<file path="src/rtl/core/vic_pkg.sv">
`timescale 1ns / 1ps
// Package for the vectored interrupt controller.
// Opcodes, register map, source codes and controller/datapath structs. No dependencies.
package vic_pkg;

  localparam int unsigned NUM_SOURCES_DEF = 32;
  localparam int unsigned NUM_LEVELS_DEF  = 16;
  localparam int unsigned STACK_DEPTH_DEF = 32;

  typedef enum logic [1:0] {
    OP_READ  = 2'd0,
    OP_WRITE = 2'd1,
    OP_LINES = 2'd2,
    OP_NOP   = 2'd3
  } vic_op_e;

  localparam logic [11:0] A_IRQ_STATUS = 12'h000;
  localparam logic [11:0] A_FIQ_STATUS = 12'h004;
  localparam logic [11:0] A_RAW        = 12'h008;
  localparam logic [11:0] A_SELECT     = 12'h00c;
  localparam logic [11:0] A_ENABLE     = 12'h010;
  localparam logic [11:0] A_EN_CLEAR   = 12'h014;
  localparam logic [11:0] A_SOFT       = 12'h018;
  localparam logic [11:0] A_SOFT_CLEAR = 12'h01c;
  localparam logic [11:0] A_PROTECT    = 12'h020;
  localparam logic [11:0] A_PRIO_MASK  = 12'h024;
  localparam logic [11:0] A_DAISY_LVL  = 12'h028;
  localparam logic [11:0] A_VECT_LO    = 12'h100;
  localparam logic [11:0] A_VECT_HI    = 12'h180;
  localparam logic [11:0] A_PRIO_LO    = 12'h200;
  localparam logic [11:0] A_PRIO_HI    = 12'h280;
  localparam logic [11:0] A_ACK        = 12'hf00;
  localparam logic [11:0] A_ID0        = 12'hfe0;
  localparam logic [11:0] A_ID1        = 12'hfe4;

  localparam logic [31:0] ID0_VALUE = 32'h0004_1192;
  localparam logic [31:0] ID1_VALUE = 32'hb105_f00d;

  localparam logic [5:0] SRC_DAISY = 6'd32;
  localparam logic [5:0] SRC_NONE  = 6'd33;
  localparam logic [4:0] LVL_NONE  = 5'd16;

  typedef struct packed {
    logic capture;
    logic exec;
    logic rd_wait;
    logic pop_wait;
    logic scan;
    logic daisy;
    logic vec_pick;
    logic deliver;
  } vic_cmd_t;

  typedef struct packed {
    logic tbl_rd;
    logic pop;
    logic refresh;
    logic scan_done;
    logic out_free;
  } vic_sts_t;

endpackage

</file>
<file path="src/rtl/core/vic_if.sv">
`timescale 1ns / 1ps
// Request and response channel interfaces of the interrupt controller.
// Depends on nothing.
interface vic_req_if;
  logic        valid;
  logic        ready;
  logic [1:0]  opcode;
  logic [11:0] bus_address;
  logic [31:0] write_data;
  logic [31:0] raw_lines;
  logic        daisy_request;
  logic [31:0] daisy_vector;

  modport source (output valid, opcode, bus_address, write_data, raw_lines,
                  daisy_request, daisy_vector, input ready);
  modport sink   (input valid, opcode, bus_address, write_data, raw_lines,
                  daisy_request, daisy_vector, output ready);
endinterface

interface vic_rsp_if;
  logic        valid;
  logic        ready;
  logic [31:0] read_data;
  logic        irq_line;
  logic        fiq_line;
  logic        daisy_ack;
  logic        daisy_fin;
  logic        stack_error;

  modport source (output valid, read_data, irq_line, fiq_line, daisy_ack, daisy_fin,
                  stack_error, input ready);
  modport sink   (input valid, read_data, irq_line, fiq_line, daisy_ack, daisy_fin,
                  stack_error, output ready);
endinterface

</file>
<file path="src/rtl/core/vic_ctrl.sv">
`timescale 1ns / 1ps
// Sequencer of the interrupt controller: one transaction at a time.
// Depends on vic_pkg.
module vic_ctrl import vic_pkg::*; (
  input  logic     clk_i,
  input  logic     rst_ni,
  input  logic     in_valid_i,
  output logic     in_ready_o,
  input  vic_sts_t sts_i,
  output vic_cmd_t cmd_o
);

  typedef enum logic [7:0] {
    S_IDLE    = 8'b0000_0001,
    S_EXEC    = 8'b0000_0010,
    S_RDWAIT  = 8'b0000_0100,
    S_POPWAIT = 8'b0000_1000,
    S_SCAN    = 8'b0001_0000,
    S_DAISY   = 8'b0010_0000,
    S_VEC     = 8'b0100_0000,
    S_DONE    = 8'b1000_0000
  } state_e;

  state_e state_q, state_d;

  always_comb begin
    state_d = state_q;
    unique case (state_q)
      S_IDLE:    if (in_valid_i) state_d = S_EXEC;
      S_EXEC: begin
        if (sts_i.tbl_rd)       state_d = S_RDWAIT;
        else if (sts_i.pop)     state_d = S_POPWAIT;
        else if (sts_i.refresh) state_d = S_SCAN;
        else                    state_d = S_DONE;
      end
      S_RDWAIT:  state_d = S_DONE;
      S_POPWAIT: state_d = S_SCAN;
      S_SCAN:    if (sts_i.scan_done) state_d = S_DAISY;
      S_DAISY:   state_d = S_VEC;
      S_VEC:     state_d = S_DONE;
      S_DONE:    if (sts_i.out_free) state_d = S_IDLE;
      default:   state_d = S_IDLE;
    endcase
  end

  always_ff @(posedge clk_i or negedge rst_ni) begin
    if (!rst_ni) begin
      state_q <= S_IDLE;
    end else begin
      state_q <= state_d;
    end
  end

  assign in_ready_o     = (state_q == S_IDLE);
  assign cmd_o.capture  = (state_q == S_IDLE) && in_valid_i;
  assign cmd_o.exec     = (state_q == S_EXEC);
  assign cmd_o.rd_wait  = (state_q == S_RDWAIT);
  assign cmd_o.pop_wait = (state_q == S_POPWAIT);
  assign cmd_o.scan     = (state_q == S_SCAN);
  assign cmd_o.daisy    = (state_q == S_DAISY);
  assign cmd_o.vec_pick = (state_q == S_VEC);
  assign cmd_o.deliver  = (state_q == S_DONE) && sts_i.out_free;

endmodule

</file>
<file path="src/rtl/core/vic_dp.sv">
`timescale 1ns / 1ps
// Datapath of the interrupt controller: registers, vector/priority tables,
// nesting stack, priority scan and response register. Depends on vic_pkg.
module vic_dp import vic_pkg::*; #(
  parameter int unsigned NUM_SOURCES = NUM_SOURCES_DEF,
  parameter int unsigned NUM_LEVELS  = NUM_LEVELS_DEF,
  parameter int unsigned STACK_DEPTH = STACK_DEPTH_DEF
) (
  input  logic        clk_i,
  input  logic        rst_ni,
  input  vic_cmd_t    cmd_i,
  output vic_sts_t    sts_o,
  input  logic [1:0]  opcode_i,
  input  logic [11:0] bus_address_i,
  input  logic [31:0] write_data_i,
  input  logic [31:0] raw_lines_i,
  input  logic        daisy_request_i,
  input  logic [31:0] daisy_vector_i,
  output logic        rsp_valid_o,
  input  logic        rsp_ready_i,
  output logic [31:0] read_data_o,
  output logic        irq_line_o,
  output logic        fiq_line_o,
  output logic        daisy_ack_o,
  output logic        daisy_fin_o,
  output logic        stack_error_o
);

  localparam int unsigned SRC_W = $clog2(NUM_SOURCES);
  localparam int unsigned CNT_W = SRC_W + 1;
  localparam int unsigned STK_W = $clog2(STACK_DEPTH);
  localparam int unsigned TOP_W = STK_W + 1;
  localparam logic [31:0] SRC_MASK = 32'((64'd1 << NUM_SOURCES) - 64'd1);

  // item
  vic_op_e     op_q;
  logic [11:0] addr_q;
  logic [31:0] wdata_q;

  // registers
  logic [31:0] raw_q, en_q, sel_q, soft_q;
  logic        prot_q;
  logic [15:0] pmask_q;
  logic [3:0]  dl_q;
  logic        dreq_q;
  logic [31:0] dvec_q;
  logic [31:0] vlatch_q;
  logic        irq_q;
  logic [TOP_W-1:0] top_q;
  logic [4:0]  active_q;
  logic [5:0]  serviced_q;
  logic [5:0]  winner_q;
  logic [3:0]  wlvl_q;
  logic        ack_q, fin_q, err_q;
  logic [31:0] rdata_q;

  // scan
  logic [CNT_W-1:0] cnt_q;
  logic [4:0]  best_lvl_q;
  logic [5:0]  best_src_q;

  // tables and stack
  logic [3:0]  prio_mem [NUM_SOURCES];
  logic [NUM_SOURCES-1:0] prio_vld_q;
  logic [3:0]  prio_rd_q;
  logic        prio_rv_q;
  logic [31:0] vec_mem [NUM_SOURCES];
  logic [NUM_SOURCES-1:0] vec_vld_q;
  logic [31:0] vec_rd_q;
  logic        vec_rv_q;
  logic [9:0]  stk_mem [STACK_DEPTH];
  logic [9:0]  stk_rd_q;

  // response
  logic        ovalid_q;
  logic [31:0] ordata_q;
  logic        oirq_q, ofiq_q, oack_q, ofin_q, oerr_q;

  logic        aligned, in_vec, in_prio, idx_ok, is_rd, is_wr, is_ack, is_fin;
  logic [4:0]  idx5;
  logic [SRC_W-1:0] tbl_idx, prio_ra, vec_ra, scan_i;
  logic [TOP_W-1:0] pop_ra;
  logic [31:0] pending, irq_st, fiq_st, reg_rdata, vec_val;
  logic [3:0]  prio_lvl;
  logic        push_ok, full_err, cand, daisy_cand;

  assign aligned = (addr_q[1:0] == 2'b00);
  assign idx5    = addr_q[6:2];
  assign tbl_idx = idx5[SRC_W-1:0];
  assign in_vec  = (addr_q >= A_VECT_LO) && (addr_q < A_VECT_HI);
  assign in_prio = (addr_q >= A_PRIO_LO) && (addr_q < A_PRIO_HI);
  assign idx_ok  = ({1'b0, idx5} < 6'(NUM_SOURCES));
  assign is_rd   = (op_q == OP_READ) && aligned;
  assign is_wr   = (op_q == OP_WRITE) && aligned;
  assign is_ack  = is_rd && (addr_q == A_ACK);
  assign is_fin  = is_wr && (addr_q == A_ACK);

  assign pending = (raw_q | soft_q) & en_q & SRC_MASK;
  assign irq_st  = pending & ~sel_q;
  assign fiq_st  = pending & sel_q;

  assign push_ok  = is_ack && (winner_q != SRC_NONE) && (top_q < TOP_W'(STACK_DEPTH));
  assign full_err = is_ack && (winner_q != SRC_NONE) && (top_q >= TOP_W'(STACK_DEPTH));

  assign sts_o.tbl_rd    = is_rd && (in_vec || in_prio) && idx_ok;
  assign sts_o.pop       = is_fin && (top_q != '0);
  assign sts_o.refresh   = is_wr || is_ack || (op_q == OP_LINES);
  assign sts_o.scan_done = (cnt_q == CNT_W'(NUM_SOURCES));
  assign sts_o.out_free  = !ovalid_q || rsp_ready_i;

  always_comb begin
    case (addr_q)
      A_IRQ_STATUS: reg_rdata = irq_st;
      A_FIQ_STATUS: reg_rdata = fiq_st;
      A_RAW:        reg_rdata = raw_q;
      A_SELECT:     reg_rdata = sel_q;
      A_ENABLE:     reg_rdata = en_q;
      A_SOFT:       reg_rdata = soft_q;
      A_PROTECT:    reg_rdata = {31'b0, prot_q};
      A_PRIO_MASK:  reg_rdata = {16'b0, pmask_q};
      A_DAISY_LVL:  reg_rdata = {28'b0, dl_q};
      A_ACK:        reg_rdata = vlatch_q;
      A_ID0:        reg_rdata = ID0_VALUE;
      A_ID1:        reg_rdata = ID1_VALUE;
      default:      reg_rdata = 32'b0;
    endcase
  end

  assign prio_ra  = cmd_i.scan ? cnt_q[SRC_W-1:0] : tbl_idx;
  assign vec_ra   = cmd_i.daisy ? best_src_q[SRC_W-1:0] : tbl_idx;
  assign pop_ra   = top_q - TOP_W'(2);
  assign prio_lvl = prio_rv_q ? prio_rd_q : 4'hf;
  assign vec_val  = vec_rv_q ? vec_rd_q : 32'b0;
  assign scan_i   = SRC_W'(cnt_q - CNT_W'(1));

  assign cand = (cnt_q != '0) && irq_st[scan_i] && pmask_q[prio_lvl] &&
                ({1'b0, prio_lvl} < 5'(NUM_LEVELS)) && ({1'b0, prio_lvl} < best_lvl_q);
  assign daisy_cand = dreq_q && pmask_q[dl_q] && ({1'b0, dl_q} < 5'(NUM_LEVELS)) &&
                      ({1'b0, dl_q} < best_lvl_q);

  always_ff @(posedge clk_i) begin
    if (cmd_i.capture) begin
      addr_q  <= bus_address_i;
      wdata_q <= write_data_i;
    end
    if (cmd_i.exec && is_wr && in_prio && idx_ok) prio_mem[tbl_idx] <= wdata_q[3:0];
    if (cmd_i.exec && is_wr && in_vec && idx_ok)  vec_mem[tbl_idx] <= wdata_q;
    if (cmd_i.exec && push_ok) stk_mem[top_q[STK_W-1:0]] <= {wlvl_q, winner_q};
    prio_rd_q <= prio_mem[prio_ra];
    prio_rv_q <= prio_vld_q[prio_ra];
    vec_rd_q  <= vec_mem[vec_ra];
    vec_rv_q  <= vec_vld_q[vec_ra];
    stk_rd_q  <= stk_mem[pop_ra[STK_W-1:0]];
  end

  always_ff @(posedge clk_i or negedge rst_ni) begin
    if (!rst_ni) begin
      op_q       <= OP_NOP;
      raw_q      <= '0;
      en_q       <= '0;
      sel_q      <= '0;
      soft_q     <= '0;
      prot_q     <= 1'b0;
      pmask_q    <= 16'hffff;
      dl_q       <= 4'hf;
      dreq_q     <= 1'b0;
      dvec_q     <= '0;
      vlatch_q   <= '0;
      irq_q      <= 1'b0;
      top_q      <= '0;
      active_q   <= LVL_NONE;
      serviced_q <= SRC_NONE;
      winner_q   <= SRC_NONE;
      wlvl_q     <= '0;
      ack_q      <= 1'b0;
      fin_q      <= 1'b0;
      err_q      <= 1'b0;
      rdata_q    <= '0;
      cnt_q      <= '0;
      best_lvl_q <= LVL_NONE;
      best_src_q <= SRC_NONE;
      prio_vld_q <= '0;
      vec_vld_q  <= '0;
      ovalid_q   <= 1'b0;
      ordata_q   <= '0;
      oirq_q     <= 1'b0;
      ofiq_q     <= 1'b0;
      oack_q     <= 1'b0;
      ofin_q     <= 1'b0;
      oerr_q     <= 1'b0;
    end else begin
      if (cmd_i.capture) begin
        op_q  <= vic_op_e'(opcode_i);
        ack_q <= 1'b0;
        fin_q <= 1'b0;
        err_q <= 1'b0;
        if (vic_op_e'(opcode_i) == OP_LINES) begin
          raw_q  <= raw_lines_i;
          dreq_q <= daisy_request_i;
          dvec_q <= daisy_vector_i;
        end
      end

      if (cmd_i.exec) begin
        rdata_q    <= is_rd ? reg_rdata : 32'b0;
        cnt_q      <= '0;
        best_lvl_q <= LVL_NONE;
        best_src_q <= SRC_NONE;
        if (is_wr) begin
          case (addr_q)
            A_SELECT:     sel_q   <= wdata_q;
            A_ENABLE:     en_q    <= en_q | wdata_q;
            A_EN_CLEAR:   en_q    <= en_q & ~wdata_q;
            A_SOFT:       soft_q  <= soft_q | wdata_q;
            A_SOFT_CLEAR: soft_q  <= soft_q & ~wdata_q;
            A_PROTECT:    prot_q  <= wdata_q[0];
            A_PRIO_MASK:  pmask_q <= wdata_q[15:0];
            A_DAISY_LVL:  dl_q    <= wdata_q[3:0];
            default: ;
          endcase
          if (in_prio && idx_ok) prio_vld_q[tbl_idx] <= 1'b1;
          if (in_vec && idx_ok)  vec_vld_q[tbl_idx]  <= 1'b1;
        end
        if (push_ok) begin
          top_q      <= top_q + TOP_W'(1);
          active_q   <= {1'b0, wlvl_q};
          serviced_q <= winner_q;
          ack_q      <= (winner_q == SRC_DAISY);
        end
        if (is_fin && (top_q != '0)) begin
          top_q <= top_q - TOP_W'(1);
          fin_q <= (serviced_q == SRC_DAISY);
        end
        err_q <= full_err || (is_fin && (top_q == '0));
      end

      if (cmd_i.rd_wait) rdata_q <= in_vec ? vec_val : {28'b0, prio_lvl};

      if (cmd_i.pop_wait) begin
        if (top_q == '0) begin
          active_q   <= LVL_NONE;
          serviced_q <= SRC_NONE;
        end else begin
          active_q   <= {1'b0, stk_rd_q[9:6]};
          serviced_q <= stk_rd_q[5:0];
        end
      end

      if (cmd_i.scan) begin
        cnt_q <= cnt_q + CNT_W'(1);
        if (cand) begin
          best_lvl_q <= {1'b0, prio_lvl};
          best_src_q <= 6'(scan_i);
        end
      end

      if (cmd_i.daisy && daisy_cand) begin
        best_lvl_q <= {1'b0, dl_q};
        best_src_q <= SRC_DAISY;
      end

      if (cmd_i.vec_pick) begin
        if ((irq_st != '0) || dreq_q) begin
          winner_q <= best_src_q;
          wlvl_q   <= best_lvl_q[3:0];
          vlatch_q <= (best_src_q < SRC_DAISY) ? vec_val : dvec_q;
          irq_q    <= (best_src_q != SRC_NONE) && (best_lvl_q < active_q);
        end else begin
          winner_q <= SRC_NONE;
          irq_q    <= 1'b0;
        end
      end

      if (cmd_i.deliver) begin
        ovalid_q <= 1'b1;
        ordata_q <= rdata_q;
        oirq_q   <= irq_q;
        ofiq_q   <= (fiq_st != '0);
        oack_q   <= ack_q;
        ofin_q   <= fin_q;
        oerr_q   <= err_q;
      end else if (rsp_ready_i) begin
        ovalid_q <= 1'b0;
      end
    end
  end

  assign rsp_valid_o   = ovalid_q;
  assign read_data_o   = ordata_q;
  assign irq_line_o    = oirq_q;
  assign fiq_line_o    = ofiq_q;
  assign daisy_ack_o   = oack_q;
  assign daisy_fin_o   = ofin_q;
  assign stack_error_o = oerr_q;

  a_top_bound: assert property (@(posedge clk_i) disable iff (!rst_ni)
    top_q <= TOP_W'(STACK_DEPTH)) else $error("nesting stack pointer out of range");

  a_irq_winner: assert property (@(posedge clk_i) disable iff (!rst_ni)
    irq_q |-> (winner_q != SRC_NONE)) else $error("irq raised without a winner");

  a_ack_no_err: assert property (@(posedge clk_i) disable iff (!rst_ni)
    (ovalid_q && oack_q) |-> (!oerr_q && !ofin_q)) else $error("ack pulse with error");

endmodule

</file>
<file path="src/rtl/core/vectored_interrupt_controller.sv">
`timescale 1ns / 1ps
// Vectored interrupt controller, top level.
// Depends on vic_pkg, vic_if, vic_ctrl and vic_dp.
//
// Usage: each request transaction is a bus read, a bus write, a no-op or an
// update of the raw interrupt lines and daisy-chain input; each gives exactly
// one response transaction with read data, IRQ/FIQ levels and ack/fin/error
// pulses. One request is processed at a time.
// Plain register reads, unaligned accesses and no-ops go straight to the response;
// vector/priority table reads first wait for the table read. Aligned writes, line
// updates and acknowledges run the winner scan, one source per cycle over the
// priority table's read port, then a daisy-chain compare and a vector table read;
// a finish that pops the stack first reads the nesting stack. A new request is
// accepted once the response has been registered.
// The response sits in an output register, so a new request is taken while
// a result waits; if the receiver stalls, the next result is held until the
// output register is free.
// Reset (rst_ni low, asynchronous) clears the state, control and response registers
// to their defaults; the tables read as reset values through per-entry valid bits.
module vectored_interrupt_controller import vic_pkg::*; #(
  parameter int unsigned NUM_SOURCES = NUM_SOURCES_DEF,
  parameter int unsigned NUM_LEVELS  = NUM_LEVELS_DEF,
  parameter int unsigned STACK_DEPTH = STACK_DEPTH_DEF
) (
  input logic       clk_i,
  input logic       rst_ni,
  vic_req_if.sink   req_i,
  vic_rsp_if.source rsp_o
);

  vic_cmd_t cmd;
  vic_sts_t sts;

  vic_ctrl u_ctrl (
    .clk_i      (clk_i),
    .rst_ni     (rst_ni),
    .in_valid_i (req_i.valid),
    .in_ready_o (req_i.ready),
    .sts_i      (sts),
    .cmd_o      (cmd)
  );

  vic_dp #(
    .NUM_SOURCES (NUM_SOURCES),
    .NUM_LEVELS  (NUM_LEVELS),
    .STACK_DEPTH (STACK_DEPTH)
  ) u_dp (
    .clk_i           (clk_i),
    .rst_ni          (rst_ni),
    .cmd_i           (cmd),
    .sts_o           (sts),
    .opcode_i        (req_i.opcode),
    .bus_address_i   (req_i.bus_address),
    .write_data_i    (req_i.write_data),
    .raw_lines_i     (req_i.raw_lines),
    .daisy_request_i (req_i.daisy_request),
    .daisy_vector_i  (req_i.daisy_vector),
    .rsp_valid_o     (rsp_o.valid),
    .rsp_ready_i     (rsp_o.ready),
    .read_data_o     (rsp_o.read_data),
    .irq_line_o      (rsp_o.irq_line),
    .fiq_line_o      (rsp_o.fiq_line),
    .daisy_ack_o     (rsp_o.daisy_ack),
    .daisy_fin_o     (rsp_o.daisy_fin),
    .stack_error_o   (rsp_o.stack_error)
  );

endmodule
</file>
<file path="src/flat_wrapper.sv">
// flat-port wrapper written by rule: the top's interface ports become plain ports
module vectored_interrupt_controller_flat import vic_pkg::*;
#(
  parameter int unsigned NUM_SOURCES = NUM_SOURCES_DEF,
  parameter int unsigned NUM_LEVELS  = NUM_LEVELS_DEF,
  parameter int unsigned STACK_DEPTH = STACK_DEPTH_DEF
)
  (clk_i, rst_ni, req_i_valid, req_i_opcode, req_i_bus_address, req_i_write_data, req_i_raw_lines, req_i_daisy_request, req_i_daisy_vector, req_i_ready, rsp_o_valid, rsp_o_read_data, rsp_o_irq_line, rsp_o_fiq_line, rsp_o_daisy_ack, rsp_o_daisy_fin, rsp_o_stack_error, rsp_o_ready);
  vic_req_if req_i_i ();
  vic_rsp_if rsp_o_i ();
  input logic clk_i;
  input logic rst_ni;
  input wire logic [$bits(req_i_i.valid)-1:0] req_i_valid;
  input wire logic [$bits(req_i_i.opcode)-1:0] req_i_opcode;
  input wire logic [$bits(req_i_i.bus_address)-1:0] req_i_bus_address;
  input wire logic [$bits(req_i_i.write_data)-1:0] req_i_write_data;
  input wire logic [$bits(req_i_i.raw_lines)-1:0] req_i_raw_lines;
  input wire logic [$bits(req_i_i.daisy_request)-1:0] req_i_daisy_request;
  input wire logic [$bits(req_i_i.daisy_vector)-1:0] req_i_daisy_vector;
  output wire logic [$bits(req_i_i.ready)-1:0] req_i_ready;
  output wire logic [$bits(rsp_o_i.valid)-1:0] rsp_o_valid;
  output wire logic [$bits(rsp_o_i.read_data)-1:0] rsp_o_read_data;
  output wire logic [$bits(rsp_o_i.irq_line)-1:0] rsp_o_irq_line;
  output wire logic [$bits(rsp_o_i.fiq_line)-1:0] rsp_o_fiq_line;
  output wire logic [$bits(rsp_o_i.daisy_ack)-1:0] rsp_o_daisy_ack;
  output wire logic [$bits(rsp_o_i.daisy_fin)-1:0] rsp_o_daisy_fin;
  output wire logic [$bits(rsp_o_i.stack_error)-1:0] rsp_o_stack_error;
  input wire logic [$bits(rsp_o_i.ready)-1:0] rsp_o_ready;
  assign req_i_i.valid = req_i_valid;
  assign req_i_i.opcode = req_i_opcode;
  assign req_i_i.bus_address = req_i_bus_address;
  assign req_i_i.write_data = req_i_write_data;
  assign req_i_i.raw_lines = req_i_raw_lines;
  assign req_i_i.daisy_request = req_i_daisy_request;
  assign req_i_i.daisy_vector = req_i_daisy_vector;
  assign req_i_ready = req_i_i.ready;
  assign rsp_o_valid = rsp_o_i.valid;
  assign rsp_o_read_data = rsp_o_i.read_data;
  assign rsp_o_irq_line = rsp_o_i.irq_line;
  assign rsp_o_fiq_line = rsp_o_i.fiq_line;
  assign rsp_o_daisy_ack = rsp_o_i.daisy_ack;
  assign rsp_o_daisy_fin = rsp_o_i.daisy_fin;
  assign rsp_o_stack_error = rsp_o_i.stack_error;
  assign rsp_o_i.ready = rsp_o_ready;
  vectored_interrupt_controller #(.NUM_SOURCES(NUM_SOURCES), .NUM_LEVELS(NUM_LEVELS), .STACK_DEPTH(STACK_DEPTH)) u_core (.clk_i(clk_i), .rst_ni(rst_ni), .req_i(req_i_i), .rsp_o(rsp_o_i));
endmodule
</file>
<file path="config.mk">
export PLATFORM = sky130hd
export DESIGN_NAME = vectored_interrupt_controller_flat
export DESIGN_NICKNAME = d
export VERILOG_FILES = /design/src/rtl/core/vic_pkg.sv /design/src/rtl/core/vic_if.sv /design/src/rtl/core/vic_ctrl.sv /design/src/rtl/core/vic_dp.sv /design/src/rtl/core/vectored_interrupt_controller.sv /design/src/flat_wrapper.sv
export SDC_FILE = /design/constraint.sdc
export NUM_CORES = 2
export LEC_CHECK = 0
export ABC_AREA = 1
export BUFFER_PORTS_ARGS = -buffer_cell sky130_fd_sc_hd__buf_2
export CAP_MARGIN = 20
export CORE_AREA = 2 2 408 410
export DETAILED_ROUTE_END_ITERATION = 10
export DIE_AREA = 0 0 410 412
export GPL_ROUTABILITY_DRIVEN = 0
export PLACE_DENSITY = 0.77
export SYNTH_ARGS = -nofsm -noshare
export SYNTH_HDL_FRONTEND = slang
export SYNTH_HIERARCHICAL = 1
export SYNTH_SLANG_ARGS = --single-unit
</file>
<file path="constraint.sdc">
create_clock -name clk_i -period 6.28 [get_ports clk_i]
set_input_delay 1.57 -clock clk_i [delete_from_list [all_inputs] [get_ports clk_i]]
set_output_delay 1.57 -clock clk_i [all_outputs]
set_load 0.005 [all_outputs]
</file>
Word-level counts from Yosys, hierarchy flattened
Memories as Yosys holds them, arrays and structs flattened. A register that Yosys moved wholly into a read port is not among the register bits.
Cells that the tools add are included.
{"block": "classes", "muxes": 69, "bitwise_logic": 12, "reduce_logical": 64, "eq_ne": 32, "n_addsub": 5, "n_lt_le_gt_ge": 17}
{"cell": "32-bit one-hot mux with 12 select lines", "count": 1}
{"cell": "32-bit 2-to-1 mux", "count": 6}
{"cell": "32-bit AND", "count": 5}
{"cell": "32-bit OR", "count": 5}
{"cell": "32-bit one-hot mux with 2 select lines", "count": 2}
{"cell": "6-bit 2-to-1 mux", "count": 13}
{"cell": "32-bit inverter", "count": 2}
{"cell": "32-bit nonzero test", "count": 2}
{"cell": "8-bit one-hot mux with 7 select lines", "count": 1}
{"cell": "5-bit 2-to-1 mux", "count": 10}
{"cell": "12-bit by 5-bit == test with 1-bit output (second input constant)", "count": 4}
{"cell": "8-bit 2-to-1 mux", "count": 6}
{"cell": "12-bit == test (second input constant)", "count": 3}
{"cell": "12-bit by 6-bit == test with 1-bit output (second input constant)", "count": 3}
{"cell": "3-bit AND reduction", "count": 9}
{"cell": "1-bit logical AND", "count": 26}
{"cell": "12-bit by 4-bit == test with 1-bit output (second input constant)", "count": 2}
{"cell": "5-bit by 6-bit less-than comparator with 1-bit output (second input constant)", "count": 4}
{"cell": "1-bit 2-to-1 mux", "count": 23}
{"cell": "6-bit == test (second input constant)", "count": 3}
{"cell": "2-bit nonzero test", "count": 9}
{"cell": "1-bit binary-select mux with 5-bit select", "count": 3}
{"cell": "6-bit by 1-bit adder with 6-bit output (second input constant)", "count": 2}
{"cell": "12-bit by 3-bit == test with 1-bit output (second input constant)", "count": 1}
{"cell": "37 further kinds", "count": 54}
{"block": "word_totals", "ramBits": 1472, "reg_bits": 452, "out_inout_bits": 39, "n_memories": 3, "elab_cells": 240}
{"name": "u_core.u_dp.vec_mem", "words": 32, "width": 32, "read_ports": 1, "rd_ports_with_merged_regs": 1, "wr": 1, "line": "vic_dp.sv:67", "rtl": "logic [31:0] vec_mem [NUM_SOURCES];"}
{"name": "u_core.u_dp.stk_mem", "words": 32, "width": 10, "read_ports": 1, "rd_ports_with_merged_regs": 1, "wr": 1, "line": "vic_dp.sv:71", "rtl": "logic [9:0] stk_mem [STACK_DEPTH];"}
{"name": "u_core.u_dp.prio_mem", "words": 32, "width": 4, "read_ports": 1, "rd_ports_with_merged_regs": 1, "wr": 1, "line": "vic_dp.sv:63", "rtl": "logic [3:0] prio_mem [NUM_SOURCES];"}

Depth between registers and ports, before layout
{"block": "depth", "depth_word": 11, "depth_mapped": 18, "ltp_nobuf": 14}

Cells and area by module
The synthesis kept the hierarchy.
{"mod": "vic_dp", "area_per_inst_um2": 79747.7, "instances": 1, "cells_per_inst": 6667, "seq_area_each_um2": 56481.7}
{"mod": "vic_ctrl", "area_per_inst_um2": 566.8, "instances": 1, "cells_per_inst": 76, "seq_area_each_um2": 201.4}

Least setup slack after synthesis
OpenSTA, ideal clock, no wires.
{"block": "synth_timing", "path_kind": "in2reg", "startpoint": "input port rsp_o_ready", "endpoint": "register u_core.u_dp.dreq_q", "path_slack_ns": 0.944, "stages": 14, "arrival_time_ns": 5.258, "cell_sequence": "inv_1 nand2_1 inv_1 nand3_2 nand2_2 nor2_2 inv_2 nor2_1 nand2_1 or2_2 clkbuf_1 clkbuf_1 clkbuf_1 a21oi_1"}
{"element": "from (decl)", "line": "flat_wrapper.sv:28", "rtl": "input wire logic [$bits(rsp_o_i.ready)-1:0] rsp_o_ready;"}
{"element": "to (signal assigned)", "line": "vic_dp.sv:199", "rtl": "dreq_q <= daisy_request_i;"}
{"element": "to (decl)", "line": "vic_dp.sv:45", "rtl": "logic dreq_q;"}

==> flow_summary.yaml <==
global_routing:
  grt_start_max_net_pins: 226
  grt_pass1_wl_um: 352600
  grt_pass1_vias: 55311
  grt_remaining_overflow: 0
  antenna_found_initial: 9
  grt.total_usage_pct: 27.73
yosys:
  yosysWarningCount: 6
  syn_avg_cell_area_um2: 11.91
  synth_cells: 6743
  synth_cell_type_count: 62
  ys.flop_type: "edfxtp_1"
  synth_edf_count: 1516
  yosysSeqAreaShare_pct: 70.58
  postSynthNetCount: 6873
  ys_ff_latch: 1970
  postSynth.asyncResetShare_pct: 20.61
  syn_area_um2: 80310
route:
  via_per_inst: 6.341
  wl_met2_um: 106600
  drc_errors: 0
  wire_per_inst_um: 26.20
  first_iter_violations: 10211
  m1WireLength_um: 88150
  dr.max_layer_used: "met5"
  num_vias: 58211
  dr.pass1.iters: 10
  wl_met3_um: 34400
  ant_nets: 0
  wirelength_um: 240500
final_layout:
  nets: 6955
  post-route-util_pct: 55.14
  drive_gt1_share_pct: 12.35
  area_growth_syn_to_layout_pct: 12.76
cts:
  cts_tree: "yes"
  cts_sinks: 1970
  worstSkewPairLatency_ns: 0.86
  clk_path_buf_depth: 3
  post_cts_buffers: 0
  path_clk_slew_ns: 0.06
  cts_hold_buffers: 0
  ctsResizeCount: 0
  numCtsBuffers: 192
  htreeDepth: 4
  root_buffer: "clkbuf_16"
sta:
  timing_hold_violations_final: 0
  worstMarginPinSlew_ns: 1.200
  drv_slew: 0
  relSlewSlack_pct: 19.81
  fin_crit_ns: 4.382
  fin_skew_ns: 0.08018
  period_share_pct: 69.78
  rsz0062_at_grt: "no"
  setup_viol: 0
  finalSetupTns_ns: 0
  fmax_mhz: 228.2
die:
  fp.dieW_um: 410
  die_area_um2: 168900
  core_area_um2: 164200
  fp-row-count: 149
  die_h_um: 412
  start_util_pct: 48.90
  pin_count: 154
placed_design:
  post-dp-hpwl_um: 140100
  io_buffers: 153
worst_setup_path:
  crit_required_ns: 7.08
  path_cells: "nor2_2 > nand2_1 > nor2_2 > inv_1 > nand2_1 > nand2_8 > inv_8 > buf_12 > o21ai_0 > o221ai_1 > o211ai_1 > o21ai_1 > nand2_1 > nand2_1"
  start_kind: "flop"
  worstSetupPathType: "flop to flop"
  crit_end: "u_core/u_dp/vec_rd_q[4]$_DFF_P_"
  reg2reg_to: "u_core/u_dp/vec_rd_q[4]$_DFF_P_"
  cp-startpoint: "u_core/u_ctrl/state_q[7]$_DFFE_PN0P_"
  crit_slowest_cell: "inv_8"
  arrival_ns: 5.18
  critPathBufInv: 3
  crit_top_cell: "nand2_1"
  reg2reg_depth: 14
  path_delay_family: "simple AND/OR/NAND/NOR gates"
  cp.depth: 14
  r2r_slack_ns: 1.90
  crit_fanout: 147
  cp-end-kind: "flop"
  r2r-start: "u_core/u_ctrl/state_q[7]$_DFFE_PN0P_"
  max_stage_delay_ns: 0.71
run_status:
  status: "complete, no violations"
hold_path:
  hp-start: "u_core/u_dp/prio_vld_q[11]$_DFFE_PN0P_"
  hold_path.class: "flop to flop"
power:
  p_total_mw: 37.92
  p_per_area_nw_per_um2: 418.8
  vdd_drop_max_mv: 0.3353
  p_leak_nw: 32.88
flow_run:
  maxCapViolCount: 0
per-stage QoR:
stage	std cells	hold WS [ns]	cell area [um2]	worst slack [ns]
after floorplan	6743	0.4338	80310	0.9445
after global placement	8807	0.4456	83670	2.148
after detailed placement	8810	0.4472	83740	2.016
after CTS	9169	0.4629	90350	1.963
after global routing	9179	0.4696	90560	1.577
final	9180	0.4626	90560	1.898
synth_stat cells, drive strengths merged, types with 47 or more instances:
library cell	count	share of area [%]
dfrtp	375	12
o221ai	213	2.3
nor3	88	0.59
o22ai	152	1.2
edfxtp	1516	57
a21oi	157	1.0
a22oi	118	1.1
buf	86	0.56
o211ai	47	0.45
nand3	307	1.9
or2	68	0.53
dfxtp	48	1.2
nand4	71	0.57
nand2	816	3.9
nor2	929	4.5
o21ai	888	5.5
inv	306	1.4
clkbuf	317	1.5
cell families (layout without fill, tap and decap cells):
logic type,count (synthesis),count (layout),share of synthesized area (%)
xor+xnor,11,11,0.1200
compound gates,1666,1666,12.46
other cells,0,1,0
flops,1970,1970,70.58
simple gates,2291,2291,12.12
mux,73,73,0.9799
fa+ha+maj,15,15,0.2337
buf+inv,717,964,3.505
how the worst min path moves through the flow:
stage                                                   to  slack (ns)  depth (start not counted)
floorplan            u_core/u_dp/prio_vld_q[0]$_DFFE_PN0P_        0.43                          1
global placement      u_core/u_dp/vec_vld_q[0]$_DFFE_PN0P_        0.45                          1
detailed placement   u_core/u_dp/vec_vld_q[23]$_DFFE_PN0P_        0.45                          1
CTS                  u_core/u_dp/prio_vld_q[7]$_DFFE_PN0P_        0.46                          1
global route         u_core/u_dp/prio_vld_q[7]$_DFFE_PN0P_        0.47                          1
finish              u_core/u_dp/prio_vld_q[11]$_DFFE_PN0P_        0.46                          1
registers in the layout (all words and copies together) (netlist names), 8 cells and up, named ones only:
register / cells
u_core/u_ctrl/state_q: 8
u_core/u_dp/addr_q: 12
u_core/u_dp/dvec_q: 32
u_core/u_dp/pmask_q: 16
u_core/u_dp/prio_mem: 128
u_core/u_dp/prio_vld_q: 32
u_core/u_dp/raw_q: 32
u_core/u_dp/rdata_q: 32
u_core/u_dp/read_data_o: 32
u_core/u_dp/sel_q: 32
u_core/u_dp/stk_mem: 320
u_core/u_dp/stk_rd_q: 10
u_core/u_dp/vec_mem: 1024
u_core/u_dp/vec_rd_q: 32
u_core/u_dp/vec_vld_q: 32
u_core/u_dp/vlatch_q: 32
u_core/u_dp/wdata_q: 32
layer usage:
layer / global-route usage, % / up-vias
met2: 41.66 / 4554
met5: 0 / -
met3: 7.617 / 705
li1: - / 24661
met4: 11.94 / 4
met1: 38.06 / 28287
area by class of cell:
| class | count | area [um2] |
|---|---|---|
| antenna | 1 | 2.502 |
| clock buffer | 253 | 5274 |
| clock inverter | 106 | 1341 |
| fill | 12843 | 73680 |
| inverter | 314 | 1195 |
| multi-input combinational | 4056 | 21170 |
| sequential | 1970 | 56680 |
| tap | 2189 | 2739 |
| timing repair buffer | 291 | 2155 |
placed cells by master (no fill, tap or decap), types with 31 or more instances in the layout:
master / instances
nor2_1: 865
nor2_4: 45
a22oi_1: 118
nand4_1: 70
o22ai_1: 152
inv_2: 31
clkbuf_16: 193
clkinv_1: 33
nand2_1: 803
a21oi_1: 155
clkinv_2: 34
nand3_1: 302
dfrtp_1: 375
dfstp_2: 31
inv_1: 271
mux2_2: 42
nor3_1: 85
o211ai_1: 46
clkbuf_1: 37
o21ai_1: 61
edfxtp_1: 1516
o21ai_0: 821
or2_2: 67
buf_2: 152
buf_4: 114
dfxtp_1: 48
o221ai_1: 213
report_power, final:
group | switching [mW] | internal [mW] | leakage, nW
clock | 5.08 | 6.87 | 3.23
combinational | 7.11 | 2.35 | 9.54
sequential | 0.828 | 15.7 | 20.1
total | 13.0 | 24.9 | 32.9
Note: power is estimated with default switching activity, not from simulation.
